===== src/hw/rtl/dwc_pkg.sv =====
package dwc_pkg;

  localparam int MAX_STATES    = 64;
  localparam int ALPHABET_SIZE = 256;

  localparam int ST_W       = $clog2(MAX_STATES);
  localparam int SYM_W      = $clog2(ALPHABET_SIZE);
  localparam int TBL_AW     = ST_W + SYM_W;
  localparam int TBL_DEPTH  = 1 << TBL_AW;
  localparam int CNT_AW     = ST_W + 1;
  localparam int CNT_DEPTH  = 1 << CNT_AW;
  localparam int FIELD_ST_W = 7;
  localparam int FIELD_SY_W = 8;
  localparam int LEN_W      = 16;
  localparam int CNT_W      = 30;
  localparam int APB_AW     = 4;
  localparam int APB_DW     = 32;

  localparam logic [CNT_W-1:0] PRIME_MOD = 30'd1000000007;
  localparam logic [SYM_W-1:0] SYM_LAST  = SYM_W'(ALPHABET_SIZE - 1);

  localparam logic [1:0] REG_WORD_LENGTH = 2'd0;
  localparam logic [1:0] REG_START_STATE = 2'd1;
  localparam logic [1:0] REG_STATE_COUNT = 2'd2;

  typedef enum logic [1:0] {
    ACT_SET_TRANS  = 2'd0,
    ACT_MARK_FINAL = 2'd1,
    ACT_RUN        = 2'd2
  } action_e;

  typedef enum logic [2:0] {
    ST_CLEAR,
    ST_IDLE,
    ST_INIT,
    ST_SCAN,
    ST_DRAIN,
    ST_READ,
    ST_FETCH,
    ST_FINISH
  } seq_state_e;

  typedef struct packed {
    logic                  en;
    logic [TBL_AW-1:0]     addr;
    logic [FIELD_ST_W-1:0] data;
  } tbl_wr_t;

  typedef struct packed {
    logic              en;
    logic [CNT_AW-1:0] addr;
    logic [CNT_W-1:0]  data;
  } cnt_wr_t;

  typedef struct packed {
    logic add;
    logic last;
  } acc_ctl_t;

endpackage


===== src/hw/rtl/dwc_count_mem.sv =====
module dwc_count_mem (
  input  logic                      clk_i,
  input  dwc_pkg::cnt_wr_t          wr_i,
  input  logic [dwc_pkg::CNT_AW-1:0] rd_addr_i,
  output logic [dwc_pkg::CNT_W-1:0]  rd_data_o
);
  import dwc_pkg::*;

  logic [CNT_W-1:0] mem [CNT_DEPTH];
  logic [CNT_W-1:0] rd_data_q;

  always_ff @(posedge clk_i) begin
    if (wr_i.en) begin
      mem[wr_i.addr] <= wr_i.data;
    end
    rd_data_q <= mem[rd_addr_i];
  end

  assign rd_data_o = rd_data_q;

endmodule


===== config.mk =====
export PLATFORM = sky130hd
export DESIGN_NAME = dwc_count_mem
export DESIGN_NICKNAME = d
export VERILOG_FILES = /design/src/hw/rtl/dwc_pkg.sv /design/src/hw/rtl/dwc_count_mem.sv
export SDC_FILE = /design/constraint.sdc
export NUM_CORES = 2
export LEC_CHECK = 0
export ABC_AREA = 1
export ABC_CLOCK_PERIOD_IN_PS = 3020
export BUFFER_PORTS_ARGS = -buffer_cell sky130_fd_sc_hd__clkbuf_2
export CAP_MARGIN = 20
export CORE_MARGIN = 1
export CORE_UTILIZATION = 25
export CTS_CLUSTER_DIAMETER = 30
export DETAILED_ROUTE_END_ITERATION = 16
export PLACE_DENSITY = 0.49
export SETUP_SLACK_MARGIN = 0.4
export SYNTH_ARGS = -nofsm -noshare
export SYNTH_HDL_FRONTEND = slang
export SYNTH_SLANG_ARGS = --single-unit
export TNS_END_PERCENT = 10

===== constraint.sdc =====
create_clock -name clk_i -period 3.02 [get_ports clk_i]
set_input_delay 0.453 -clock clk_i [delete_from_list [all_inputs] [get_ports clk_i]]
set_output_delay 0.453 -clock clk_i [all_outputs]
set_load 0.005 [all_outputs]

==> Word level (Yosys, flattened, before mapping) <==
Memories as Yosys holds them, arrays and structs flattened. A register that Yosys moved wholly into a read port is not among the register bits.
Index checks and enable logic that the tools add are counted.
{ "totals": {"ram_bits": 3840, "reg_bits": 0, "in_bits": 46, "out_inout_bits": 30, "n_memories": 1} }
{ "mem_list": {"columns": ["memory", "words", "width", "read_ports", "rd_clocked_by_memory_dff", "wr", "line_no", "text"], "rows": [
  ["mem", 128, 30, 1, 1, 1, "dwc_count_mem.sv:9", "logic [CNT_W-1:0] mem [CNT_DEPTH];"]
]} }
{ "classes": {"n_mux": 2} }
{ "op_table": {"columns": ["operator", "count"], "rows": [
  ["two-way mux 1 bit", 2]
]} }

==> Longest topological paths before layout <==
{ "depth": {"ltp_word": 2, "depth_mapped": 13} }

==> Least setup slack after synthesis <==
OpenSTA, ideal clock, no wires.
{ "synth_timing": {"path_kind": "input -> register", "start": "in wr_i[37] in the netlist's numbering", "end": "mem mem[105][0] (enable)", "setup_slack_ns": 0.256, "t_arrival_ns": 2.347, "path_stages": 4, "path_buffers": 2, "required_time_ns": 2.603, "cell_sequence": "clkbuf_1 -> nand2_1 -> clkbuf_1 -> nor2_1"} }
{ "synth_via": {"elab_chain_cells": 2} }
{ "synth_lines": {"columns": ["element", "line_no", "text"], "rows": [
  ["from (decl)", "dwc_count_mem.sv:3", "input dwc_pkg::cnt_wr_t wr_i,"],
  ["two-way mux 1 bit", "dwc_count_mem.sv:13", "if (wr_i.en) begin"],
  ["two-way mux 1 bit (implied by the code)", "dwc_count_mem.sv:14", "mem[wr_i.addr] <= wr_i.data;"],
  ["to (decl)", "dwc_count_mem.sv:9", null]
]} }
No other way between the ends.

==> Worst setup path after layout <==
{ "layout_timing": {"start": "reg rd_data_q[25], in the netlist rd_data_o[25] (read register of mem)", "end": "out rd_data_o[25] in the netlist's numbering"} }
{ "layout_lines": {"columns": ["element", "line_no", "text"], "rows": [
  ["from (decl)", "dwc_count_mem.sv:10", "logic [CNT_W-1:0] rd_data_q;"],
  ["to (decl)", "dwc_count_mem.sv:5", "output logic [dwc_pkg::CNT_W-1:0] rd_data_o"]
]} }
No word-level cell between the ends.

==> qor.yml <==
start_util_pct: 25.2
hold_viol_final: 0
root_buffer: "clkbuf_16"
placed_area_um2: 171000
ant_nets: 0
critPathKind: "reg -> out"
path_clk_slew_ns: 0.04
p_leak_nw: 69.4
yosys_warnings: 0
finish.instance_area_um2: 199000
finalNetCount: 13300
avgSynthCellArea_um2: 12.3
ys_seq_area_share_pct: 74.8
grt_overflow: 0
synth_top_area_share_pct: 74.4
dp_cells: 20600
antenna_found_initial: 59
insertion_delay_ns: 1.11
final_layout_size_suffix_gt1_share_pct: 15.7
crit_slowest_cell: "dfxtp_1"
drtIter0Drc: 11900
maxCapViolations: 0
numCtsBuffers: 791
clock_path_buffers: 4
synth_cell_types: 16
coreArea_um2: 616000
rrSetupSlack_ns: 0.61
place_congestion: 0.824
yosys.area.top_type: "edfxtp_1"
whs_endpoint: "rd_data_o[12]"
finClkSkew_ns: 0.0877
timing.final.crit_period_ns: 2.91
end_kind: "primary output"
power_mw: 156
wl_per_cell_um: 24.4
rsz0062_at_grt: "yes"
relSlewSlack_pct: 13.3
max_stage_delay_ns: 1.04
status: "complete, no violations"
fin_cells: 22100
synth_area_um2: 155000
htree_num_levels: 6
final_core_util_pct: 32.2
met2_length_um: 242000
rr_worst_depth: 8
die_w_um: 789
die_h_um: 789
yosys_register_bits: 3870
clock-sinks: 3870
worstMarginPinSlew_ns: 1.30
setup_slack_ns: 0.109
drv_slew: 0
grt_pass1_wl_um: 762000
maxUsedRoutingLayer: "met5"
areaGrowthSynthToFinish_pct: 28.1
max_freq_mhz: 343
rr_endpoint: "rd_data_o[27]"
cp.buffers_inverters: 1
synth_nets: 12600
vias: 105000
power.density_nw_per_um2: 784
pin_count: 76
drc_errors: 0
grt_start_max_net_pins: 137
r2r-start: "mem[47][27]"
avgViaCountPerCell: 4.77
cp_cell_sequence: "clkbuf_2"
required_ns: 2.57
rows: 288
cts_tree: "built"
drt-total-wl_um: 540000
portBuffers: 75
crit_path_start_kind: "register"
setup_viol: 0
cp_top_family: "flip-flops"
dp_hpwl_um: 312000
dieArea_um2: 623000
dp_slack_ns: -0.675
holdPathStages: 5
min_path_type: "in -> reg"
wl_met3_um: 45100
grt_pass1_vias: 101000
ir_drop_mv: 0.656
netlist_top_cells_area: "edfxtp_1 74%, nand3_1 12%, nand2_1 9.4%"
fin_crit_sh_pct: 96.4
cp_max_fo: 2
hp-start: "rd_addr_i[5]"
drt_pass1_iterations: 8
grt_usage_pct: 16.7
synthCells: 12600
wirelength_met1_um: 238000
worstPathArrival_ns: 2.46
stage by stage:
| stage | TNS, ns | hold WS, ns |
|---|---|---|
| final | 0 | 0.0991 |
| after global routing | 0 | 0.0763 |
| after CTS | 0 | 0.0203 |
| after detailed placement | -3.99 | 0.733 |
| after global placement | -4.17 | 0.741 |
| after floorplan | 0 | 0.552 |
power by group:
part / internal (mW) / total [mW] / switching (mW)
sequential: 59.5 / 59.8 / 0.343
clock: 57.7 / 87.8 / 30.1
combinational: 2.19 / 8.15 / 5.97
total: 119 / 156 / 36.4
cell usage in the layout (no fill, tap or decap):
master,instances
diode_2,22
clkinv_8,12
nand2_1,3885
buf_8,3
clkinvlp_4,94
clkbuf_2,39
dlygate4sd3_1,30
inv_1,18
dfxtp_2,2
nor2_1,6
nand2_2,8
bufinv_16,105
inv_8,3
buf_12,322
clkbuf_8,12
clkinv_16,20
nor3_1,8
inv_16,13
dfxtp_1,28
clkinv_2,128
buf_4,386
edfxtp_1,3840
nor2_4,128
inv_6,53
clkinv_1,121
nand3_1,3783
clkinv_4,56
inv_2,1
buf_6,12
clkbuf_1,68
clkbuf_16,796
synth_stat cells:
cell / number
buf_2: 415
clkbuf_2: 1
nor3_1: 8
inv_1: 20
clkbuf_1: 127
edfxtp_1: 3840
nand3_1: 3783
nor2_1: 134
buf_1: 78
dfxtp_1: 30
inv_4: 2
nand2_1: 3893
buf_12: 2
buf_4: 156
clkinv_1: 2
buf_6: 75
flip-flops by register name (all words and copies together) (netlist names):
register and cells:
mem 3840, rd_data_o 30
area by class of cell:
cell class | instances | area [um2]
tap | 8120 | 10200
fill | 60900 | 418000
sequential | 3870 | 116000
multi-input combinational | 7818 | 35100
clock buffer | 876 | 20300
inverter | 24 | 143
antenna | 22 | 55.1
clock inverter | 600 | 6930
timing repair buffer | 792 | 10000
logic make-up (layout without fill, tap and decap cells):
kind of cell | Yosys count | after routing | share of synthesized area, %
buffers and inverters | 878 | 2292 | 3.23
flip-flops | 3870 | 3870 | 74.8
other | 0 | 22 | 0
AND/OR/NAND/NOR | 7818 | 7818 | 22.0
per-layer routing:
layer / up-vias / GRT usage, %
met4: 14 / 4.89
met3: 778 / 3.16
met2: 4596 / 25.8
li1: 47000 / -
met1: 53100 / 23.8
met5: - / 0
how the worst max path moves through the flow:
| stage | slack (ns) | end | cells after the start | startpoint |
|---|---|---|---|---|
| after floorplan | 0.26 | mem[105][0] | 4 | wr_i[37] |
| after global placement | -0.66 | rd_data_o[10] | 12 | rd_addr_i[0] |
| after detailed placement | -0.67 | rd_data_o[10] | 12 | rd_addr_i[0] |
| after CTS | 0.09 | rd_data_o[25] | 1 | rd_data_o[25] |
| after global routing | 0.12 | rd_data_o[17] | 1 | rd_data_o[17] |
| final | 0.11 | rd_data_o[25] | 1 | rd_data_o[25] |
repair_timing:
item,4_1_cts,5_1_grt
gates resized for setup,1,1
hold buffers,30,0
setup buffers,0,0
hold endpoints to repair,942,0
setup endpoints to repair,18,15
(Power assumes the default switching activity.)
