--- src/hw/rtl/dwc_pkg.sv ---
package dwc_pkg;

  localparam int MAX_STATES    = 64;
  localparam int ALPHABET_SIZE = 256;

  localparam int ST_W       = $clog2(MAX_STATES);
  localparam int SYM_W      = $clog2(ALPHABET_SIZE);
  localparam int TBL_AW     = ST_W + SYM_W;
  localparam int TBL_DEPTH  = 1 << TBL_AW;
  localparam int CNT_AW     = ST_W + 1;
  localparam int CNT_DEPTH  = 1 << CNT_AW;
  localparam int FIELD_ST_W = 7;
  localparam int FIELD_SY_W = 8;
  localparam int LEN_W      = 16;
  localparam int CNT_W      = 30;
  localparam int APB_AW     = 4;
  localparam int APB_DW     = 32;

  localparam logic [CNT_W-1:0] PRIME_MOD = 30'd1000000007;
  localparam logic [SYM_W-1:0] SYM_LAST  = SYM_W'(ALPHABET_SIZE - 1);

  localparam logic [1:0] REG_WORD_LENGTH = 2'd0;
  localparam logic [1:0] REG_START_STATE = 2'd1;
  localparam logic [1:0] REG_STATE_COUNT = 2'd2;

  typedef enum logic [1:0] {
    ACT_SET_TRANS  = 2'd0,
    ACT_MARK_FINAL = 2'd1,
    ACT_RUN        = 2'd2
  } action_e;

  typedef enum logic [2:0] {
    ST_CLEAR,
    ST_IDLE,
    ST_INIT,
    ST_SCAN,
    ST_DRAIN,
    ST_READ,
    ST_FETCH,
    ST_FINISH
  } seq_state_e;

  typedef struct packed {
    logic                  en;
    logic [TBL_AW-1:0]     addr;
    logic [FIELD_ST_W-1:0] data;
  } tbl_wr_t;

  typedef struct packed {
    logic              en;
    logic [CNT_AW-1:0] addr;
    logic [CNT_W-1:0]  data;
  } cnt_wr_t;

  typedef struct packed {
    logic add;
    logic last;
  } acc_ctl_t;

endpackage

--- src/hw/rtl/dwc_seq.sv ---
module dwc_seq (
  input  logic                           clk_i,
  input  logic                           rst_ni,
  input  logic                           in_valid_i,
  output logic                           in_stall_o,
  input  logic [1:0]                     action_i,
  input  logic [dwc_pkg::FIELD_ST_W-1:0] from_state_i,
  input  logic [dwc_pkg::FIELD_ST_W-1:0] to_state_i,
  input  logic [dwc_pkg::FIELD_SY_W-1:0] symbol_i,
  input  logic [dwc_pkg::LEN_W-1:0]      word_length_i,
  input  logic [dwc_pkg::FIELD_ST_W-1:0] start_state_i,
  input  logic [dwc_pkg::FIELD_ST_W-1:0] state_count_i,
  output logic                           out_valid_o,
  input  logic                           out_stall_i,
  output logic [dwc_pkg::CNT_W-1:0]      word_count_o,
  output dwc_pkg::tbl_wr_t               tbl_wr_o,
  output logic [dwc_pkg::TBL_AW-1:0]     tbl_rd_addr_o,
  input  logic [dwc_pkg::FIELD_ST_W-1:0] tbl_rd_data_i,
  output dwc_pkg::cnt_wr_t               cnt_wr_o,
  output logic [dwc_pkg::CNT_AW-1:0]     cnt_rd_addr_o,
  input  logic [dwc_pkg::CNT_W-1:0]      cnt_rd_data_i,
  output dwc_pkg::acc_ctl_t              acc_ctl_o,
  input  logic [dwc_pkg::CNT_W-1:0]      acc_sum_i
);
  import dwc_pkg::*;

  seq_state_e            state_q, state_d;
  logic [ST_W-1:0]       s_q, s_d;
  logic [SYM_W-1:0]      c_q, c_d;
  logic [LEN_W-1:0]      step_q, step_d;
  logic                  bank_q, bank_d;
  logic [MAX_STATES-1:0] final_q, final_d;
  logic                  p1_v_q, p1_last_q, p2_add_q, p2_last_q;
  logic                  p1_v_d, p1_last_d, p2_add_d, p2_last_d;
  logic [CNT_W-1:0]      res_q, res_d;
  logic                  out_valid_q, out_valid_d;
  logic [CNT_W-1:0]      out_count_q;
  logic                  load_out;
  logic                  issue;

  logic [FIELD_ST_W-1:0] n_eff;
  logic                  start_ok;
  logic                  from_ok;
  logic                  to_ok;
  logic                  sym_ok;
  logic [ST_W-1:0]       from_idx;
  logic [ST_W-1:0]       start_idx;
  logic [ST_W-1:0]       tgt_idx;
  logic                  tgt_ok;
  logic                  last_state;

  always_comb begin
    if (32'(state_count_i) > MAX_STATES) begin
      n_eff = FIELD_ST_W'(MAX_STATES);
    end else begin
      n_eff = state_count_i;
    end
    start_ok   = (start_state_i != '0) && (start_state_i <= n_eff);
    from_ok    = (from_state_i != '0) && (32'(from_state_i) <= MAX_STATES);
    to_ok      = (to_state_i != '0) && (32'(to_state_i) <= MAX_STATES);
    sym_ok     = 32'(symbol_i) < ALPHABET_SIZE;
    from_idx   = ST_W'(from_state_i - 1'b1);
    start_idx  = ST_W'(start_state_i - 1'b1);
    tgt_idx    = ST_W'(tbl_rd_data_i - 1'b1);
    tgt_ok     = (tbl_rd_data_i != '0) && (tbl_rd_data_i <= n_eff);
    last_state = FIELD_ST_W'(s_q) == (n_eff - 1'b1);
  end

  always_comb begin
    state_d  = state_q;
    s_d      = s_q;
    c_d      = c_q;
    step_d   = step_q;
    bank_d   = bank_q;
    final_d  = final_q;
    res_d    = res_q;
    load_out = 1'b0;
    issue    = 1'b0;
    tbl_wr_o = '0;

    unique case (state_q)
      ST_CLEAR: begin
        tbl_wr_o.en   = 1'b1;
        tbl_wr_o.addr = {s_q, c_q};
        tbl_wr_o.data = '0;
        {s_d, c_d}    = {s_q, c_q} + 1'b1;
        if (&{s_q, c_q}) begin
          state_d = ST_IDLE;
        end
      end
      ST_IDLE: begin
        if (in_valid_i) begin
          unique case (action_e'(action_i))
            ACT_SET_TRANS: begin
              tbl_wr_o.en   = from_ok && to_ok && sym_ok;
              tbl_wr_o.addr = {from_idx, SYM_W'(symbol_i)};
              tbl_wr_o.data = to_state_i;
            end
            ACT_MARK_FINAL: begin
              if (from_ok) begin
                final_d[from_idx] = 1'b1;
              end
            end
            ACT_RUN: begin
              s_d    = '0;
              c_d    = '0;
              bank_d = 1'b0;
              if (start_ok) begin
                state_d = ST_INIT;
              end else begin
                res_d   = '0;
                state_d = ST_FINISH;
              end
            end
            default: begin
            end
          endcase
        end
      end
      ST_INIT: begin
        if (last_state) begin
          s_d = '0;
          if (word_length_i == '0) begin
            state_d = ST_READ;
          end else begin
            step_d  = word_length_i;
            state_d = ST_SCAN;
          end
        end else begin
          s_d = s_q + 1'b1;
        end
      end
      ST_SCAN: begin
        issue = 1'b1;
        c_d   = c_q + 1'b1;
        if (c_q == SYM_LAST) begin
          c_d     = '0;
          state_d = ST_DRAIN;
        end
      end
      ST_DRAIN: begin
        if (p2_last_q) begin
          if (last_state) begin
            s_d    = '0;
            bank_d = ~bank_q;
            if (step_q == LEN_W'(1)) begin
              state_d = ST_READ;
            end else begin
              step_d  = step_q - 1'b1;
              state_d = ST_SCAN;
            end
          end else begin
            s_d     = s_q + 1'b1;
            state_d = ST_SCAN;
          end
        end
      end
      ST_READ: begin
        state_d = ST_FETCH;
      end
      ST_FETCH: begin
        res_d   = cnt_rd_data_i;
        state_d = ST_FINISH;
      end
      ST_FINISH: begin
        if (!out_valid_q || !out_stall_i) begin
          load_out = 1'b1;
          state_d  = ST_IDLE;
        end
      end
      default: begin
        state_d = ST_IDLE;
      end
    endcase
  end

  // symbol pipeline: table read, count read, accumulate
  always_comb begin
    p1_v_d    = issue;
    p1_last_d = issue && (c_q == SYM_LAST);
    p2_add_d  = p1_v_q && tgt_ok;
    p2_last_d = p1_v_q && p1_last_q;

    tbl_rd_addr_o = {s_q, c_q};

    if (state_q == ST_READ) begin
      cnt_rd_addr_o = {bank_q, start_idx};
    end else begin
      cnt_rd_addr_o = {bank_q, tgt_idx};
    end

    acc_ctl_o.add  = p2_add_q;
    acc_ctl_o.last = p2_last_q;

    if (state_q == ST_INIT) begin
      cnt_wr_o.en   = 1'b1;
      cnt_wr_o.addr = {bank_q, s_q};
      cnt_wr_o.data = final_q[s_q] ? CNT_W'(1) : '0;
    end else begin
      cnt_wr_o.en   = p2_last_q;
      cnt_wr_o.addr = {~bank_q, s_q};
      cnt_wr_o.data = acc_sum_i;
    end

    out_valid_d = load_out || (out_valid_q && out_stall_i);
  end

  always_ff @(posedge clk_i or negedge rst_ni) begin
    if (!rst_ni) begin
      state_q     <= ST_CLEAR;
      s_q         <= '0;
      c_q         <= '0;
      step_q      <= '0;
      bank_q      <= 1'b0;
      final_q     <= '0;
      p1_v_q      <= 1'b0;
      p1_last_q   <= 1'b0;
      p2_add_q    <= 1'b0;
      p2_last_q   <= 1'b0;
      out_valid_q <= 1'b0;
    end else begin
      state_q     <= state_d;
      s_q         <= s_d;
      c_q         <= c_d;
      step_q      <= step_d;
      bank_q      <= bank_d;
      final_q     <= final_d;
      p1_v_q      <= p1_v_d;
      p1_last_q   <= p1_last_d;
      p2_add_q    <= p2_add_d;
      p2_last_q   <= p2_last_d;
      out_valid_q <= out_valid_d;
    end
  end

  always_ff @(posedge clk_i) begin
    res_q <= res_d;
    if (load_out) begin
      out_count_q <= res_q;
    end
  end

  assign in_stall_o   = state_q != ST_IDLE;
  assign out_valid_o  = out_valid_q;
  assign word_count_o = out_count_q;

endmodule

--- config.mk ---
export PLATFORM = sky130hd
export DESIGN_NAME = dwc_seq
export DESIGN_NICKNAME = d
export VERILOG_FILES = /design/src/hw/rtl/dwc_pkg.sv /design/src/hw/rtl/dwc_seq.sv
export SDC_FILE = /design/constraint.sdc
export NUM_CORES = 1
export LEC_CHECK = 0
export BUFFER_PORTS_ARGS = -buffer_cell sky130_fd_sc_hd__buf_2
export CAP_MARGIN = 5
export CORE_AREA = 8 8 138 140
export CTS_CLUSTER_DIAMETER = 50
export CTS_CLUSTER_SIZE = 20
export DETAILED_ROUTE_END_ITERATION = 16
export DIE_AREA = 0 0 146 148
export GPL_TIMING_DRIVEN = 0
export MAX_ROUTING_LAYER = met4
export PLACE_DENSITY = 0.84
export SYNTH_ARGS = -nofsm -noshare
export SYNTH_HDL_FRONTEND = slang
export SYNTH_SLANG_ARGS = --single-unit
--- constraint.sdc ---
create_clock -name clk_i -period 4 [get_ports clk_i]
set_clock_uncertainty 0.1 [all_clocks]
set_input_delay 0.6 -clock clk_i [delete_from_list [all_inputs] [get_ports clk_i]]
set_output_delay 0.6 -clock clk_i [all_outputs]
set_load 0.03 [all_outputs]
======== Word-level counts from Yosys, hierarchy flattened ========
Cells that the tools add are included.
cells by class
  add/sub/neg operators ................... 8
  order comparisons ....................... 8
  eq/ne operators ......................... 24
  muxes and demuxes ....................... 50
  bitwise logic cells ..................... 2
  reductions and logical operators ........ 34
operator list
  operator                 number
  $mux W30                 3
  $mux W16                 5
  $or A64 B64 Y64          1
  $pmux W30 S2             1
  $mux W22                 2
  $pmux W22 S2             1
  $mux W38                 1
  $mux W3                  11
  $pmux W16 S2             1
  $mux W6                  5
  $reduce_bool A7 Y1       4
  $mux W8                  3
  $pmux W3 S8              1
  $pmux W6 S4              1
  $pmux W8 S3              1
  $ne A2 B2 Y1 const B     11
  $sub A6 B1 Y6 const B    3
  $eq A16 B1 Y1 const B    1
  $logic_not A16 Y1        1
  $sub A16 B1 Y16 const B  1
  $add A14 B1 Y14 const B  1
  $le A7 B7 Y1             2
  $le A7 B7 Y1 const B     2
  $lt A6 B7 Y1 const B     2
  33 further kinds         61
storage, ports and cells
  bits in registers ....................... 163
  output and inout bits ................... 115
  word-level logic and storage cells ...... 139

======== Longest topological paths before layout ========
  word-level depth ........................ 8
  gate-level depth with buffers ........... 11

======== Worst setup path before layout ========
No wires, ideal clock.
  path type ............................... input port to flip-flop
  start ................................... input state_count_i[2] in the netlist's numbering
  end ..................................... register res_q[0], enable pin
  setup time .............................. 0.432 ns
  arrival time ............................ 3.190 ns
  required time ........................... 3.468 ns
  setup slack ............................. 0.279 ns
  stages .................................. 9
  buffers on the path ..................... 1
  cells stage by stage .................... buf_2 > nand2_1 > ha_1 > nand4_1 > o21ai_0 > a21oi_1 > inv_1 > nand2_1 > a2bb2oi_1
on the way
  word-level cells in the longest chain between the ends .. 6
ends and longest elaborated chain
  item                           RTL line        source
  start: declaration             dwc_seq.sv:12   input logic [dwc_pkg::FIELD_ST_W-1:0] state_count_i,
  $gt A7 B7 Y1                   dwc_seq.sv:53   if (32'(state_count_i) > MAX_STATES) begin
  $mux W7 *                      dwc_seq.sv:53
  $le A7 B7 Y1 *                 dwc_seq.sv:58   start_ok = (start_state_i != '0) && (start_state_i <= n_eff);
  $logic_and A1 B1 Y1 *          dwc_seq.sv:58
  $ne A2 B2 Y1 (no line) *       -
  $reduce_and A4 Y1 (no line) *  -
  end signal: assignment         dwc_seq.sv:237  res_q <= res_d;
  end: declaration               dwc_seq.sv:35   logic [CNT_W-1:0] res_q, res_d;
Mark *: on every way between the ends. The rest lies on a longest branch, timed or not.
A chain may end at the register's enable or synchronous reset.

==> results.sh <==
export IMPL_grtUsageMet3_pct=5.66
export IMPL_grt_overflow=0
export IMPL_regToRegSetupSlack_ps=1050
export IMPL_ys_flop_type="dfrtp_1"
export IMPL_reg2reg_to="res_q[23]"
export IMPL_numClockSinks=163
export IMPL_place_congestion=0.960
export IMPL_yosys_top_cells_area="dfrtp_1 29%, edfxtp_1 21%, mux4_2 4.1%"
export IMPL_place_area_sq_um=10300
export IMPL_remaining_drc_errors=0
export IMPL_clockPowerShare_pct=24.7
export IMPL_pin_count=240
export IMPL_n_antenna_cell=0
export IMPL_drt_iter0_drc=645
export IMPL_p_sw_mw=2.79
export IMPL_register_area_sq_um=4380
export IMPL_finalCriticalPeriod_ps=3840
export IMPL_nets=1230
export IMPL_pwr_share_seq_pct=33.8
export IMPL_synth_edf_count=60
export IMPL_crit_chain="buf_4 -> buf_4 -> mux4_2 -> a211oi_1 -> a21oi_1 -> a31oi_1 -> a31oi_1 -> buf_2"
export IMPL_portBuffers=237
export IMPL_dieArea_sq_um=21600
export IMPL_swShare_pct=43.0
export IMPL_final_cell_mix="243 x buf_2, 103 x dfrtp_1, 60 x edfxtp_1"
export IMPL_dieWidth_microns=146
export IMPL_multi_input_area_sq_um=4080
export IMPL_rsz0062_at_grt="false"
export IMPL_drv_slew=0
export IMPL_critPathArrivalTime_ps=3140
export IMPL_worstSkewPairLatency_ps=430
export IMPL_dp_slack_ps=312
export IMPL_stdcell_area_sq_um=10900
export IMPL_dp_hpwl_mm=20.0
export IMPL_cell_internal_pwr_mw=3.69
export IMPL_cp_depth=8
export IMPL_viasPerCell=5.88
export IMPL_layout_commonest_cell="buf_2"
export IMPL_yosysSeqAreaShare_pct=50.0
export IMPL_p_per_area_nw_per_um2=596
export IMPL_track_usage_pct=25.4
export IMPL_yosys_warnings=0
export IMPL_cp_num_buf_inv=3
export IMPL_clk_pin_slew_ps=70
export IMPL_wire_per_inst_microns=20.4
export IMPL_clk_path_buf_depth=2
export IMPL_tightest_slew_ps=927
export IMPL_critPathSlowestCell="dfrtp_1"
export IMPL_yosysUniqueCellTypes=68
export IMPL_setup_worst_path_end_class="primary output"
export IMPL_met1_usage_pct=29.9
export IMPL_grt_max_degree=56
export IMPL_ir_worst_vdd_v=0.000350
export IMPL_placedCellCount=1288
export IMPL_synth_seq_cells=163
export IMPL_r2r_start="state_q[0]"
export IMPL_drt_pass1_iter_count=5
export IMPL_syn_nets=970
export IMPL_setup_tns_ps=0
export IMPL_cts_made_buffers=17
export IMPL_slew_headroom_pct=38.0
export IMPL_core_area_sq_um=16900
export IMPL_num_rows=48
export IMPL_synth_cells=824
export IMPL_synth_async_sr_flop_share_pct=63.2
export IMPL_fmax_mhz=261
export IMPL_globalRouteMet2Util_pct=42.4
export IMPL_ant_nets=0
export IMPL_area_growth_pct=24.3
export IMPL_drive_above_1_share_pct=30.0
export IMPL_hold_violations=0
export IMPL_p_comb_share_pct=41.5
export IMPL_hold_buffers=0
export IMPL_antenna_found_initial=0
export IMPL_root_buffer="clkbuf_16"
export IMPL_drt_total_wl_mm=27.0
export IMPL_cp_slowest_stage_delay_ps=650
export IMPL_fin_ws_ps=164
export IMPL_max_cap_viol_count=0
export IMPL_fin_cells=1322
export IMPL_fin_crit_sh_pct=95.9
export IMPL_critical_path_class="reg2out"
export IMPL_reg2regPathDepth=8
export IMPL_leakage_nw=5.28
export IMPL_hp_class="in2async"
export IMPL_synth_area_per_cell_sq_um=10.6
export IMPL_required_ps=3300
export IMPL_fillCellCount=1311
export IMPL_grt_busiest_layer="met2"
export IMPL_yosysTopAreaCell="dfrtp_1"
export IMPL_grt_pass1_wl_mm=42.5
export IMPL_cts_tree="done"
export IMPL_die_y_microns=148
export IMPL_crit_path_start_kind="register"
export IMPL_yosys_area_top_type_share_pct=29.4
export IMPL_htree_levels=4
export IMPL_start_util_pct=51.7
export IMPL_vias=7774
export IMPL_synth_area_sq_um=8750
export IMPL_crit_family="buffers and inverters"
export IMPL_crit_fanout=10
export IMPL_fin_util_pct=64.2
export IMPL_status="completed"
export IMPL_setup_viol_count_final=0
export IMPL_grt_pass1_vias=7787
==> state kept, by name, summed over array words and instances (netlist names), 3 cells and up <==
register and cells:
step_q 16, res_q 30, word_count_o 30, c_q 8, state_q 3, final_q 64
s_q 6
==> cell families (layout without fill, tap and decap cells) <==
| logic type | Yosys count | after routing | synth area share, % |
|---|---|---|---|
| and+or+nand+nor | 303 | 303 | 18.5 |
| AOI/OAI and AO/OA | 219 | 219 | 17.4 |
| DFF | 163 | 163 | 50.0 |
| buffers and inverters | 73 | 346 | 3.82 |
| muxes | 27 | 27 | 5.37 |
| adders and majority gates | 21 | 21 | 3.00 |
| xor gates and xnor gates | 18 | 18 | 1.80 |
==> per-stage QoR <==
step,total power [mW],hold slack (ps)
final,6.48,101
after global routing,6.79,141
after CTS,6.47,117
after detailed placement,4.86,305
after global placement,4.78,300
after floorplan,3.98,204
==> synth_stat cells, drive strengths merged, types with 20 or more instances <==
master and count:
clkbuf 30, inv 23, ha 21, nor2b 46, and3 34, buf 20
a21o 31, a21oi 34, nor2 59, nor3 20, o21bai 37, nand3 20
o21ai 44, nand2 57, dfrtp 103, edfxtp 60
==> worst max-delay path by stage <==
stage,slack [ps],from,endpoint
after floorplan,280,state_count_i[2],res_q[0]
after global placement,-510,state_count_i[6],res_q[5]
final,160,s_q[0],cnt_wr_o[0]
after global routing,30,s_q[0],cnt_wr_o[0]
after detailed placement,310,state_q[0],tbl_wr_o[19]
after CTS,50,state_q[0],tbl_wr_o[19]
==> timing repair <==
| item | in CTS | in global routing |
|---|---|---|
| setup buffers | 0 | 2 |
| endpoints found under the setup margin | 10 | 10 |
| pin swaps | 0 | 1 |
| gates cloned | 0 | 0 |
| hold endpoints to repair | 0 | 0 |
| resized for setup | 1 | 0 |
==> layer usage <==
| metal | wire, microns | vias up |
|---|---|---|
| li1 | - | 3560 |
| met1 | 10600 | 3754 |
| met2 | 13400 | 394 |
| met3 | 2090 | 66 |
| met4 | 843 | 0 |
| met5 | 0 | - |
==> power by group through the flow <==
stage | clock network (mW) | logic (mW) | registers [mW]
final | 1.60 | 2.69 | 2.19
after global routing | 1.68 | 2.89 | 2.21
after CTS | 1.62 | 2.67 | 2.18
after detailed placement | 0 | 2.65 | 2.22
after global placement | 0 | 2.57 | 2.21
after floorplan | 0 | 1.69 | 2.29
==> layout make-up <==
class,instances,area share [%]
clock inverter,14,1.28
sequential,163,40.3
timing repair buffer,241,11.4
multi-input combinational,588,37.5
tap,225,2.59
buffer,50,2.25
clock buffer,18,3.96
inverter,23,0.817
Note: power is estimated with default switching activity, not from simulation.
