**config.mk**
```make
export PLATFORM = sky130hd
export DESIGN_NAME = dwc_mod_acc
export DESIGN_NICKNAME = d
export VERILOG_FILES = /design/src/hw/rtl/dwc_pkg.sv /design/src/hw/rtl/dwc_mod_acc.sv
export SDC_FILE = /design/constraint.sdc
export NUM_CORES = 1
export LEC_CHECK = 0
export ABC_AREA = 1
export ABC_CLOCK_PERIOD_IN_PS = 3700
export BUFFER_PORTS_ARGS = -buffer_cell sky130_fd_sc_hd__buf_2
export CAP_MARGIN = 20
export CORE_UTILIZATION = 45
export DETAILED_ROUTE_END_ITERATION = 8
export PLACE_DENSITY = 0.61
export SLEW_MARGIN = 20
export SYNTH_ARGS = -nofsm -noshare
export SYNTH_HDL_FRONTEND = slang
export SYNTH_SLANG_ARGS = --single-unit
```
**constraint.sdc**
```tcl
create_clock -name clk_i -period 3.7 [get_ports clk_i]
set_clock_uncertainty 0.05 [all_clocks]
set_input_delay 0.185 -clock clk_i [delete_from_list [all_inputs] [get_ports clk_i]]
set_output_delay 0.185 -clock clk_i [all_outputs]
set_load 0.005 [all_outputs]
```
**src/hw/rtl/dwc_pkg.sv**
```systemverilog
package dwc_pkg;

  localparam int MAX_STATES    = 64;
  localparam int ALPHABET_SIZE = 256;

  localparam int ST_W       = $clog2(MAX_STATES);
  localparam int SYM_W      = $clog2(ALPHABET_SIZE);
  localparam int TBL_AW     = ST_W + SYM_W;
  localparam int TBL_DEPTH  = 1 << TBL_AW;
  localparam int CNT_AW     = ST_W + 1;
  localparam int CNT_DEPTH  = 1 << CNT_AW;
  localparam int FIELD_ST_W = 7;
  localparam int FIELD_SY_W = 8;
  localparam int LEN_W      = 16;
  localparam int CNT_W      = 30;
  localparam int APB_AW     = 4;
  localparam int APB_DW     = 32;

  localparam logic [CNT_W-1:0] PRIME_MOD = 30'd1000000007;
  localparam logic [SYM_W-1:0] SYM_LAST  = SYM_W'(ALPHABET_SIZE - 1);

  localparam logic [1:0] REG_WORD_LENGTH = 2'd0;
  localparam logic [1:0] REG_START_STATE = 2'd1;
  localparam logic [1:0] REG_STATE_COUNT = 2'd2;

  typedef enum logic [1:0] {
    ACT_SET_TRANS  = 2'd0,
    ACT_MARK_FINAL = 2'd1,
    ACT_RUN        = 2'd2
  } action_e;

  typedef enum logic [2:0] {
    ST_CLEAR,
    ST_IDLE,
    ST_INIT,
    ST_SCAN,
    ST_DRAIN,
    ST_READ,
    ST_FETCH,
    ST_FINISH
  } seq_state_e;

  typedef struct packed {
    logic                  en;
    logic [TBL_AW-1:0]     addr;
    logic [FIELD_ST_W-1:0] data;
  } tbl_wr_t;

  typedef struct packed {
    logic              en;
    logic [CNT_AW-1:0] addr;
    logic [CNT_W-1:0]  data;
  } cnt_wr_t;

  typedef struct packed {
    logic add;
    logic last;
  } acc_ctl_t;

endpackage

```
**src/hw/rtl/dwc_mod_acc.sv**
```systemverilog
module dwc_mod_acc (
  input  logic                     clk_i,
  input  logic                     rst_ni,
  input  dwc_pkg::acc_ctl_t        ctl_i,
  input  logic [dwc_pkg::CNT_W-1:0] cnt_i,
  output logic [dwc_pkg::CNT_W-1:0] sum_o
);
  import dwc_pkg::*;

  logic [CNT_W-1:0] acc_q, acc_d;
  logic [CNT_W:0]   sum_raw;
  logic [CNT_W:0]   sum_red;

  // modular add, both operands below the prime
  always_comb begin
    sum_raw = {1'b0, acc_q} + {1'b0, (ctl_i.add ? cnt_i : '0)};
    if (sum_raw >= {1'b0, PRIME_MOD}) begin
      sum_red = sum_raw - {1'b0, PRIME_MOD};
    end else begin
      sum_red = sum_raw;
    end
    sum_o = sum_red[CNT_W-1:0];
    acc_d = ctl_i.last ? '0 : sum_red[CNT_W-1:0];
  end

  always_ff @(posedge clk_i or negedge rst_ni) begin
    if (!rst_ni) begin
      acc_q <= '0;
    end else begin
      acc_q <= acc_d;
    end
  end

endmodule

```
After elaboration in Yosys (flattened, before gate mapping)
Index checks and enable logic that the tools add are counted.
- add/subtract/negate cells: 2
- reductions and logical operators: 0
- mux-type cells: 3
- multipliers: 0
- shifts and indexed selects: 0
- bitwise operators: 0
- $lt $le $gt $ge: 1
- eq/ne operators: 0
- div/mod/pow operators: 0
- operators by type and width (operator ; count):
    $mux 30 ; 3
    $add 30x30->31 ; 1
    $ge 31x30->1 const B ; 1
    $sub 30x30->30 const B ; 1
- register bits: 30
- bits in latches: 0
- bits in writable memories: 0
- output and inout bits: 30
- ROM bits: 0
- memories: 0

Longest topological paths before layout
Gate-level depths: netlist (run 1).
- depth in word-level cells: 5
- gate-level depth with buffers: 28
- mapped depth without buffers: 27

Least setup slack after synthesis (run 1)
Ideal clock, no wire load.
- path type: input port to output port
- from: in ctl_i[1] (netlist bit)
- to: out sum_o[1] (netlist bit)
- data required time: 3.465 ns
- stages: 24
- arrival: 2.852 ns
- path slack: 0.613 ns
- path buffers: 2
- cell sequence: clkbuf_1 > nand2_1 > inv_1 > ha_1 > inv_1 > fa_1 > inv_1 > nand3_1 > nand2_1 > xnor2_2 > nand2_1 > nor2_2 > nand2_2 > nand2_1 > nand2_2 > nand2_1 > nand2_1 > nand2_1 > nand2_2 > nand2_4 > nand2_8 > buf_6 > o21ai_1 > inv_1
- word-level cells in the longest chain between the ends: 4
- RTL lines (what ; line ; text):
    from (decl) ; dwc_mod_acc.sv:4 ; input dwc_pkg::acc_ctl_t ctl_i,
    $mux 30 * ; dwc_mod_acc.sv:16 ; sum_raw = {1'b0, acc_q} + {1'b0, (ctl_i.add ? cnt_i : '0)};
    $add 30x30->31 * ; dwc_mod_acc.sv:16 ;
    $sub 30x30->30 / $ge 31x30->1 (equally long branches) ; dwc_mod_acc.sv:18, dwc_mod_acc.sv:17 ;
    $mux 30 * ; dwc_mod_acc.sv:17 ; if (sum_raw >= {1'b0, PRIME_MOD}) begin
    to (decl) ; dwc_mod_acc.sv:6 ; output logic [dwc_pkg::CNT_W-1:0] sum_o
Mark *: on every way between the ends. The rest lies on a longest branch, timed or not.

Worst setup path after layout (run 1)
- from: reg acc_q[9]
- to: out sum_o[22] (netlist bit)
- word-level cells in the longest chain between the ends: 3
- RTL lines (what ; line ; text):
    from (decl) ; dwc_mod_acc.sv:10 ; logic [CNT_W-1:0] acc_q, acc_d;
    from (signal assigned) ; dwc_mod_acc.sv:28 ; acc_q <= '0;
    from (signal assigned) ; dwc_mod_acc.sv:30 ; acc_q <= acc_d;
    $add 30x30->31 * ; dwc_mod_acc.sv:16 ;
    $sub 30x30->30 / $ge 31x30->1 (equally long branches) ; dwc_mod_acc.sv:18, dwc_mod_acc.sv:17 ;
    $mux 30 * ; dwc_mod_acc.sv:17 ;
Marks and branches as above.

==> metrics.md, run 1 <==
| Metric | Value |
|---|---|
| Outcome | `finished, final reports clean` |
| CP endpoint kind | `primary output` |
| Root Driver | `clkbuf_16` |
| Iteration-0 DRC Markers | `just under 600` |
| Crit path arrival time | `~3300 ps` |
| Largest net degree at the start of global routing | `between 50 and 60` |
| Critical Path Start Type | `flip-flop` |
| LEAKAGE | `0.00416 uW` |
| Post-layout min period | `3540 ps` |
| Die area | `12000 um^2` |
| Yosys top cell area share | `31.8%` |
| Largest regs | `acc_q: 30 flops` |
| Final Hold Violating Endpoints | `0` |
| Post-Syn Instances | `1021` |
| Vias/cell | `5.03` |
| Most repeated library cell on the critical path | `nand2_1` |
| Die Y | `between 100 and 150 um` |
| Vias in the first global route | `5327` |
| Mapped Nets | `1087` |
| Worst setup path endpoint | `sum_o[22]` |
| Top-Level Pins | `64` |
| Launch point of the worst reg-to-reg path | `acc_q[0]` |
| Global Route Usage Sum | `29.7%` |
| Busiest layer in global routing | `met2` |
| Largest area contributor in the netlist | `nand2_1` |
| Initial antenna violation count | `0` |
| Area contributors post-synth | `nand2_1, inv_1, dfrtp_1` |
| R2R Path End | `acc_q[18]` |
| FMAX | `0.283 GHz` |
| Async S/R FF share, synth | `between 90% and 100%` |
| Final Net Count | `between 1000 and 1500` |
| Post-synth EDFFs | `0` |
| Grt met2 use | `between 40% and 50%` |
| Placer Congestion | `0.961` |
| Global-route wire length before repair | `26700 um` |
| Die extent in x | `between 100 and 150 um` |
| DRC | `0` |
| MaxCap Viol Count | `0` |
| Crit path required time | `3460 ps` |
| Final Cycle Share | `95.6%` |
| Mapped Area | `5200 um^2` |
| Crit path max fanout | `7` |
| Flop2flop setup slack | `440 ps` |
| Avg WL per Cell | `14.5 um` |
| Site Rows | `38` |
| Final cell count without fillers | `approximately 1300` |
| Core Area | `between 10000 and 15000 um^2` |
| TritonCTS Sinks | `30` |
| Most flops, register | `acc_q` |
| Met3 Track Usage GR | `4.21%` |
| Initial core utilization | `47.1%` |
| Clk buf depth | `2` |
| CP startpoint | `acc_q[9]` |
| P_sw | `2180 uW` |
| CTS tree | `built` |
| Routed vias | `6483` |
| Crit-path cells | `ha_2 > nand2_2 > nor2_4 > nand3_1 > nand3_2 > nand2_1 > nand2_1 > nand2_1 > nand2_1 > nand2_1 > nor2_2 > nand3_2 > nor2_2 > nor2_4 > buf_6 > nand2_8 > inv_8 > nand2_1 > nand2_1 > buf_2` |
| Total power | `4050 uW` |
| Remaining antenna violation count | `0` |
| Seq pwr share | `11.8%` |
| Final setup viols | `0` |
| Grt ovf | `0` |
| RSZ-0062 raised after global routing | `yes` |
| Ys flop type | `dfrtp_1` |
| Yosys reg bits | `30` |
| Hold crit path type | `in2reg` |
| Power Dens Cells | `602 nW/um^2` |
| Synthesis Warnings | `0` |
| Area delta synth->final | `29.3%` |
| Int Power | `1870 uW` |
| Max Transition Viols Final | `0` |
| Commonest non-fill, non-tap cells in the layout | `nand2_1, inv_1, nand3_1` |
| Met1 Use GR | `43.5%` |
| Combinational fraction of design power | `77.3%` |
| Clk pwr share | `11.0%` |
| N_diodes | `0` |
| Worst slew margin | `48.2%` |
| CP peak stage delay | `400 ps` |
| Clk Latency, worst-skew pair | `approximately 300 ps` |
| Commonest non-fill, non-tap cell in the layout | `nand2_1` |
| Fraction of layout cells with a size suffix above 1 | `23.8%` |
| Clock transition at path regs | `60 ps` |
| Count of buffers from port buffering | `63` |
| Switch share | `53.9%` |
| Reg2Reg Depth | `23` |
| DRT Pass-1 Iters | `5` |
| Final WL | `around 19000 um` |
| Avg Cell Area, Syn | `~5 um^2` |
| Detailed placement HPWL | `14200 um` |
| Placed cell count | `1262` |
| Post-synthesis sequential area ratio | `around 14%` |
| Max IR drop VDD | `0.333 mV` |
| TritonCTS buffer count | `5` |
| Netlist cell types | `31` |
| Max reg flops | `30` |
| Critical path class | `reg2out` |
| H-tree depth | `2` |
| Filler Cells Inserted | `1165` |
| Slowest cell on crit path | `ha_2` |
| Worst Tran Pin Value | `777 ps` |
==> worst min-delay path by stage <==
stage | end | startpoint | slack [ps] | cells after the start
2_1_floorplan | acc_q[0] | rst_ni | -160 | 0
4_1_cts | acc_q[2] | ctl_i[0] | 350 | 2
5_1_grt | acc_q[13] | ctl_i[0] | 380 | 2
6_report | acc_q[2] | ctl_i[0] | 350 | 2
3_3_place_gp | acc_q[4] | rst_ni | 260 | 1
3_5_place_dp | acc_q[4] | rst_ni | 260 | 1
==> worst max-delay path: cells and delay by family (launching register included) <==
family,cells,cell delay [ps]
adders and majority gates,1,400
and+or+nand+nor,16,1900
buffers and inverters,3,340
DFF,1,370
==> Yosys cell counts, types with 2 or more instances <==
cell      number
nand3_1       88
nor2_2        11
clkbuf_1       6
nand2_2       15
nor2_1        94
dfrtp_1       30
inv_2         11
o21ai_0        7
nand2_1      440
xor2_1         8
buf_6          5
nor3_1         7
inv_1        207
a21oi_1       25
nand4_1       11
o21bai_1       2
nand3_2        4
ha_1          31
o21ai_1        7
==> routing by layer <==
metal / part of all wire [%] / up-vias
li1: - / 3316
met2: 43 / 271
met4: 1.3 / 0
met1: 47 / 2878
met5: 0 / -
met3: 8.3 / 18
==> through the flow <==
step           setup slack, ps  instance area [um^2]  hold WS, ps  utilization (%)  setup TNS (ps)
2_1_floorplan              613                  5200         -161                -               0
3_3_place_gp             -2.98                  5980          258             54.2           -2.98
3_5_place_dp             -17.2                  5980          256             54.2           -42.2
4_1_cts                   1.75                  6150          354             55.7               0
5_1_grt                  -17.8                  6720          384             60.9            -116
6_report                   165                  6720          348             60.9               0
==> power by group through the flow <==
stage / registers (uW) / logic, uW / clock network (uW)
after CTS: 467 / 2710 / 451
after detailed placement: 473 / 2690 / 0
after global routing: 486 / 3420 / 460
final: 477 / 3130 / 443
after global placement: 472 / 2700 / 0
after floorplan: 452 / 1710 / 0
==> final cells by class <==
cell class	count	area (um^2)	area share, %
Multi-Input combinational cell	766	4000	59.5
Inverter	219	830	12.3
Sequential cell	30	751	11.2
Tap cell	140	175	2.61
Clock inverter	1	5.00	0.0745
Timing Repair Buffer	126	821	12.2
Clock buffer	7	143	2.12
==> repair_timing <==
item,4_1_cts,5_1_grt
endpoints found under the hold margin,30,0
buffers inserted,0,13
gates cloned,0,5
gates resized for setup,4,113
setup endpoints to repair,7,31
pin swaps,0,29
hold buffers,1,0
==> logic make-up after synthesis <==
family / Yosys count / synth area share, %
and+or+nand+nor: 677 / 54.3
DFF: 30 / 14.4
adders and majority gates: 32 / 7.85
buffers and inverters: 230 / 17.3
AOI/OAI and AO/OA: 43 / 4.38
xor gates and xnor gates: 9 / 1.66
No activity file was read; power rests on OpenSTA's default activity.
==> inputs of run 2 (changes only) <==
--- a/config.mk
+++ b/config.mk
@@ -11,6 +11,7 @@
 export CAP_MARGIN = 20
 export CORE_UTILIZATION = 45
 export DETAILED_ROUTE_END_ITERATION = 8
+export MAX_ROUTING_LAYER = met4
 export PLACE_DENSITY = 0.61
 export SLEW_MARGIN = 20
 export SYNTH_ARGS = -nofsm -noshare
==> run 2 against run 1 <==
Compared with the run above:
- maximum frequency fell by 0.30%
- largest cell class unchanged
- critical endpoint is now sum_o[12]
- largest power group unchanged
- register-to-register slack got worse by 40 ps
- via count barely moved
==> metrics.md, run 2 (synthesis results as in run 1) <==
| Metric | Value |
|---|---|
| Worst slew margin | `46.9% (was 48.2%)` |
| Seq pwr share | `12.1% (was 11.8%)` |
| Iteration-0 DRC Markers | `522 (was 578)` |
| Max Transition Viols Final | `0 (unchanged)` |
| DRC | `0 (unchanged)` |
| Max IR drop VDD | `0.299 mV (was 0.333 mV)` |
| LEAKAGE | `0.00412 uW (was 0.00416 uW)` |
| Clk Latency, worst-skew pair | `290 ps (was 300 ps)` |
| Commonest non-fill, non-tap cells in the layout | `nand2_1, inv_1, nand3_1 (unchanged)` |
| Remaining antenna violation count | `0 (unchanged)` |
| Switch share | `54.8% (was 53.9%)` |
| Combinational fraction of design power | `77.6% (was 77.3%)` |
| Die area | `12000 um^2 (unchanged)` |
| N_diodes | `0 (unchanged)` |
| Final Net Count | `1207 (was 1214)` |
| Hold crit path type | `in2reg (unchanged)` |
| Vias in the first global route | `5726 (was 5327)` |
| Crit path arrival time | `3310 ps (was 3300 ps)` |
| Clock transition at path regs | `60 ps (about the same)` |
| Crit path max fanout | `7 (unchanged)` |
| Initial core utilization | `47.1% (unchanged)` |
| FMAX | `0.282 GHz (was 0.283 GHz)` |
| Clk buf depth | `2 (unchanged)` |
| Worst Tran Pin Value | `796 ps (was 777 ps)` |
| Initial antenna violation count | `0 (unchanged)` |
| Post-layout min period | `3550 ps (was 3540 ps)` |
| CP peak stage delay | `400 ps (about the same)` |
| DRT Pass-1 Iters | `5 (unchanged)` |
| Power Dens Cells | `593 nW/um^2 (was 602 nW/um^2)` |
| Critical Path Start Type | `flip-flop (unchanged)` |
| Crit path required time | `3460 ps (about the same)` |
| Die extent in x | `109 um (unchanged)` |
| Max reg flops | `30 (unchanged)` |
| Int Power | `1780 uW (was 1870 uW)` |
| Global-route wire length before repair | `27200 um (was 26700 um)` |
| Clk pwr share | `10.4% (was 11.0%)` |
| Area delta synth->final | `27.6% (was 29.3%)` |
| Worst path bufs/invs | `2 (was 3)` |
| Commonest non-fill, non-tap cell in the layout | `nand2_1 (unchanged)` |
| Slowest cell on crit path | `ha_1 (was ha_2)` |
| Post-Place Worst Slack | `-3.97 ps (was -17.2 ps)` |
| Final cell count without fillers | `1281 (was 1289)` |
| Grt ovf | `0 (unchanged)` |
| P_sw | `2150 uW (was 2180 uW)` |
| Top-Level Pins | `64 (unchanged)` |
| Crit-path cells | `ha_1 > nand2_2 > nor2_2 > nand3_1 > nand3_2 > nand3_1 > nand3_1 > nand2_1 > nor2_2 > nand2_1 > nor2_4 > nand2_8 > nand2_8 > nand3_1 > nand2_1 > inv_1 > buf_2 (was ha_2 > nand2_2 > nor2_4 > nand3_1 > nand3_2 > nand2_1 > nand2_1 > nand2_1 > nand2_1 > nand2_1 > nor2_2 > nand3_2 > nor2_2 > nor2_4 > buf_6 > nand2_8 > inv_8 > nand2_1 > nand2_1 > buf_2)` |
| Final setup viols | `0 (unchanged)` |
| H-tree depth | `2 (unchanged)` |
| Critical path class | `reg2out (unchanged)` |
| Die Y | `109 um (unchanged)` |
| Global Route Usage Sum | `30.9% (was 29.7%)` |
| Core Area | `11000 um^2 (unchanged)` |
| TritonCTS buffer count | `5 (unchanged)` |
| CP endpoint kind | `primary output (unchanged)` |
| Most repeated library cell on the critical path | `nand3_1 (was nand2_1)` |
| Largest net degree at the start of global routing | `50 (was 51)` |
| Filler Cells Inserted | `1209 (was 1165)` |
| Worst path top cell family by delay | `simple AND/OR/NAND/NOR gates (unchanged)` |
| Root Driver | `clkbuf_16 (unchanged)` |
| Site Rows | `38 (unchanged)` |
| MaxCap Viol Count | `0 (unchanged)` |
| TritonCTS Sinks | `30 (unchanged)` |
| Placed cell count | `1262 (unchanged)` |
| Routed vias | `6488 (was 6483)` |
| Final Cycle Share | `95.8% (was 95.6%)` |
| Avg WL per Cell | `14.7 um (was 14.5 um)` |
| Outcome | `finished, final reports clean (unchanged)` |
| Placer Congestion | `0.952 (was 0.961)` |
| Final Hold Violating Endpoints | `0 (unchanged)` |
| Count of buffers from port buffering | `63 (unchanged)` |
| Largest regs | `acc_q: 30 flops (unchanged)` |
| Fraction of layout cells with a size suffix above 1 | `22.8% (was 23.8%)` |
| Detailed placement HPWL | `14300 um (was 14200 um)` |
| Final WL | `18800 um (was 18700 um)` |
| Vias/cell | `5.06 (was 5.03)` |
| Setup ws final | `154 ps (was 165 ps)` |
| Most flops, register | `acc_q (unchanged)` |
| CTS tree | `built (unchanged)` |
## run 2: final cells by class
cell class	instances	area, um^2	area share, %
multi-input cells	769	4010	60.4
inverters	219	825	12.4
flip-flops and latches	30	751	11.3
repair buffers	116	742	11.2
well taps	140	175	2.64
clock buffers	7	133	2.00
## run 2: per-stage QoR
| step | utilization (%) | TNS (ps) | total power [uW] | area [um^2] | hold slack [ps] |
|---|---|---|---|---|---|
| 2_1_floorplan | - | 0 | 2160 | 5200 | -161 |
| 3_3_place_gp | 54.2 | -13.1 | 3180 | 5980 | 260 |
| 5_1_grt | 60.1 | -186 | 4260 | 6630 | 364 |
| 6_report | 60.1 | 0 | 3930 | 6630 | 342 |
| 4_1_cts | 55.5 | 0 | 3590 | 6130 | 350 |
| 3_5_place_dp | 54.2 | -5.24 | 3160 | 5980 | 267 |
## run 2: final timing paths
check	startpoint	endpoint	slack (ps)	cells after the start
worst min-delay path	ctl_i[0]	acc_q[3]	340	2
worst max register to register	acc_q[11]	acc_q[19]	400	15
min in group asynchronous	rst_ni	acc_q[4]	480	2
max in group asynchronous	rst_ni	acc_q[27]	2600	2
worst max-delay path	acc_q[11]	sum_o[12]	150	17
worst min register to register	acc_q[0]	acc_q[0]	700	3
## run 2: power by group through the flow
stage	registers [uW]	clock network [uW]	logic [uW]
CTS	468	413	2710
global route	484	422	3360
detailed placement	473	0	2690
floorplan	452	0	1710
global placement	472	0	2710
finish	474	409	3050
## run 2: timing repair
| action | CTS | global route |
|---|---|---|
| hold endpoints to repair | 30 | 0 |
| pin swaps | 0 | 18 |
| cloned | 0 | 8 |
| endpoints found under the setup margin | 2 | 33 |
| buffers inserted | 0 | 3 |
| hold buffers | 1 | 0 |
| gates resized for setup | 2 | 109 |
## run 2: per-layer routing
layer | global-route usage (%) | share of wire [%] | vias up
met5 | - | 0 | -
met4 | 8.86 | 2.6 | 0
met3 | 3.85 | 8.6 | 41
met2 | 46.6 | 42 | 266
met1 | 43.1 | 47 | 2869
li1 | - | - | 3312
==> inputs of run 3 (changes only) <==
--- a/config.mk
+++ b/config.mk
@@ -8,11 +8,11 @@
 export ABC_AREA = 1
 export ABC_CLOCK_PERIOD_IN_PS = 3700
 export BUFFER_PORTS_ARGS = -buffer_cell sky130_fd_sc_hd__buf_2
-export CAP_MARGIN = 20
-export CORE_UTILIZATION = 45
+export CAP_MARGIN = 25
+export CORE_UTILIZATION = 55
 export DETAILED_ROUTE_END_ITERATION = 8
 export MAX_ROUTING_LAYER = met4
-export PLACE_DENSITY = 0.61
+export PLACE_DENSITY = 0.73
 export SLEW_MARGIN = 20
 export SYNTH_ARGS = -nofsm -noshare
 export SYNTH_HDL_FRONTEND = slang
==> constraint.sdc (replaced) <==
create_clock -name clk_i -period 3.7 [get_ports clk_i]
set_clock_uncertainty 0.05 [all_clocks]
set_input_delay 0.185 -clock clk_i [delete_from_list [all_inputs] [get_ports clk_i]]
set_output_delay 0.185 -clock clk_i [all_outputs]
set_load 0.05 [all_outputs]
==> run 3 against run 2 <==
Compared with the run above:
- the run now ends with DRC left
- sequential share of layout area down 0.35 points
- routed wire length down 3.4%
- highest routed layer unchanged
- clock-buffer cell count unchanged
- final area up 3.4%
- total power up 21%
- critical endpoint is now sum_o[10]
- largest power group unchanged
- core utilization up 14 points
- die area down 18%
==> metrics.md, run 3 (synthesis results as in run 1) <==
| Metric | Value |
|---|---|
| Outcome | `complete, but fails checks (was finished, final reports clean)` |
| Violated checks | `DRC` |
| Final Instance Area | `6860 um^2 (was 6630 um^2)` |
| Commonest non-fill, non-tap cells in the layout | `nand2_1, inv_1, nand3_1 (unchanged)` |
| Clk Latency, worst-skew pair | `300 ps (was 290 ps)` |
| Final WL | `18200 um (was 18800 um)` |
| Final core utilization | `74.5% (was 60.1%)` |
| Power Dens Cells | `692 nW/um^2 (was 593 nW/um^2)` |
| Setup tns final | `0 ps (unchanged)` |
| Final setup viols | `0 (unchanged)` |
| Global-route wire length before repair | `26100 um (was 27200 um)` |
| Critical path class | `in2out (was reg2out)` |
| Die Y | `99.2 um (was 109 um)` |
| Worst setup path endpoint | `sum_o[10] (was sum_o[12])` |
| Critical Path Start Type | `input pin (was flip-flop)` |
| TritonCTS Sinks | `30 (unchanged)` |
| Initial antenna violation count | `0 (unchanged)` |
| Vias in the first global route | `5629 (was 5726)` |
| R2R Path End | `acc_q[9] (was acc_q[19])` |
| Launch point of the worst reg-to-reg path | `acc_q[11] (unchanged)` |
| Area delta synth->final | `31.9% (was 27.6%)` |
| Fraction of layout cells with a size suffix above 1 | `25.1% (was 22.8%)` |
| Crit path required time | `3460 ps (about the same)` |
| Clock transition at path regs | `80 ps (was 60 ps)` |
| Final Cycle Share | `97.3% (was 95.8%)` |
| RSZ-0062 raised after global routing | `yes` |
| Flop2flop setup slack | `460 ps (was 400 ps)` |
| Largest net degree at the start of global routing | `31 (was 50)` |
| Die extent in x | `99.2 um (was 109 um)` |
| DRT Pass-1 Iters | `8 (was 5)` |
| H-tree depth | `2 (unchanged)` |
| CP endpoint kind | `primary output (unchanged)` |
| CP startpoint | `ctl_i[1] (was acc_q[11])` |
| DRC | `1 (was 0)` |
| Worst Tran Pin Value | `773 ps (was 796 ps)` |
| Core Area | `9200 um^2 (was 11000 um^2)` |
| Final cell count without fillers | `1254 (was 1281)` |
| Final Net Count | `1208 (was 1207)` |
| Routed vias | `6674 (was 6488)` |
| Crit path max fanout | `16 (was 7)` |
| FMAX | `0.278 GHz (was 0.282 GHz)` |
| Max Transition Viols Final | `0 (unchanged)` |
| Reg2Reg Depth | `23 (was 15)` |
| Post-layout min period | `3600 ps (was 3550 ps)` |
| MaxCap Viol Count | `0 (unchanged)` |
| Iteration-0 DRC Markers | `657 (was 522)` |
| Remaining antenna violation count | `0 (unchanged)` |
| Detailed placement HPWL | `13300 um (was 14300 um)` |
| Clk buf depth | `2 (unchanged)` |
| Largest regs | `acc_q: 30 flops (unchanged)` |
| Placer Congestion | `0.988 (was 0.952)` |
| Max IR drop VDD | `0.474 mV (was 0.299 mV)` |
| Area post-placement | `5900 um^2 (was 5980 um^2)` |
| TritonCTS buffer count | `5 (unchanged)` |
| Root Driver | `clkbuf_8 (was clkbuf_16)` |
| Initial core utilization | `56.5% (was 47.1%)` |
| Site Rows | `35 (was 38)` |
| Placed cell count | `1228 (was 1262)` |
| LEAKAGE | `0.00419 uW (was 0.00412 uW)` |
| Commonest non-fill, non-tap cell in the layout | `nand2_1 (unchanged)` |
| Die area | `9840 um^2 (was 12000 um^2)` |
| Hold crit path type | `in2reg (unchanged)` |
| N_diodes | `0 (unchanged)` |
| Avg WL per Cell | `14.5 um (was 14.7 um)` |
| Final Hold Violating Endpoints | `0 (unchanged)` |
| Worst slew margin | `48.5% (was 46.9%)` |
| Top-Level Pins | `64 (unchanged)` |
| Count of buffers from port buffering | `63 (unchanged)` |
| Crit path arrival time | `3370 ps (was 3310 ps)` |
| Grt ovf | `0 (unchanged)` |
| Vias/cell | `5.32 (was 5.06)` |
| Global Route Usage Sum | `34.8% (was 30.9%)` |
| Most flops, register | `acc_q (unchanged)` |
| Max reg flops | `30 (unchanged)` |
| CTS tree | `built (unchanged)` |
-- run 3: worst max-delay path, stage by stage --
cell and delay (ps):
buf_2 140, buf_8 160, buf_4 170, nand2_1 60
inv_1 40, ha_2 380, nand2_1 130, nor2_2 150
inv_1 90, nor3_2 200, nand2_2 110, nand3_2 110
nand2_1 60, nand2_1 120, nand2_1 100, nor2_1 110
nand3_1 90, nor2_2 160, nor2_4 60, buf_12 150
nand2_8 120, nand2_1 60, nand2_1 50, nand2_1 60
inv_1 60, buf_4 190
-- run 3: area by class of cell --
type                       instances  area, um^2
clock buffer                       7        86.3
clock inverter                     1        5.00
fill                             845        2340
inverter                         219         830
multi-input combinational        767        4150
sequential                        30         752
tap                              111         139
timing repair buffer             119         897
-- run 3: per-stage QoR --
| stage | total power, uW | hold slack [ps] | setup slack, ps |
|---|---|---|---|
| floorplan | 2790 | -161 | 360 |
| detailed placement | 3680 | 247 | -13.0 |
| global route | 5060 | 375 | -80.8 |
| global placement | 3680 | 249 | 0.766 |
| finish | 4750 | 345 | 98.4 |
| CTS | 4110 | 342 | -3.29 |
-- run 3: how the worst min path moves through the flow --
stage / cells past startpoint / to / slack [ps] / start
floorplan: 0 / acc_q[0] / -160 / rst_ni
global placement: 1 / acc_q[19] / 250 / rst_ni
detailed placement: 1 / acc_q[19] / 250 / rst_ni
CTS: 2 / acc_q[2] / 340 / ctl_i[0]
global route: 2 / acc_q[3] / 380 / ctl_i[0]
finish: 2 / acc_q[2] / 340 / ctl_i[0]
-- run 3: timing repair --
action                     4_1_cts  5_1_grt
pin swaps                        2       24
hold endpoints to repair        30        0
buffers inserted                 2        9
setup endpoints to repair       25       31
resized for setup               23      183
hold buffers                     1        0
cloned                           1        5
-- run 3: layer usage --
metal | global-route usage, % | wire (um) | up-vias
li1 | - | - | 3317
met1 | 46.4 | 7900 | 3008
met2 | 55.1 | 8320 | 308
met3 | 5.41 | 1520 | 41
met4 | 9.05 | 437 | 0
met5 | - | 0 | -
-- run 3: report_power, final --
group | switching (uW) | leakage [uW] | internal (uW)
Clock | 150 | 0.0000482 | 150
Sequential | 62.1 | 0.000393 | 423
Combinational | 2590 | 0.00374 | 1370
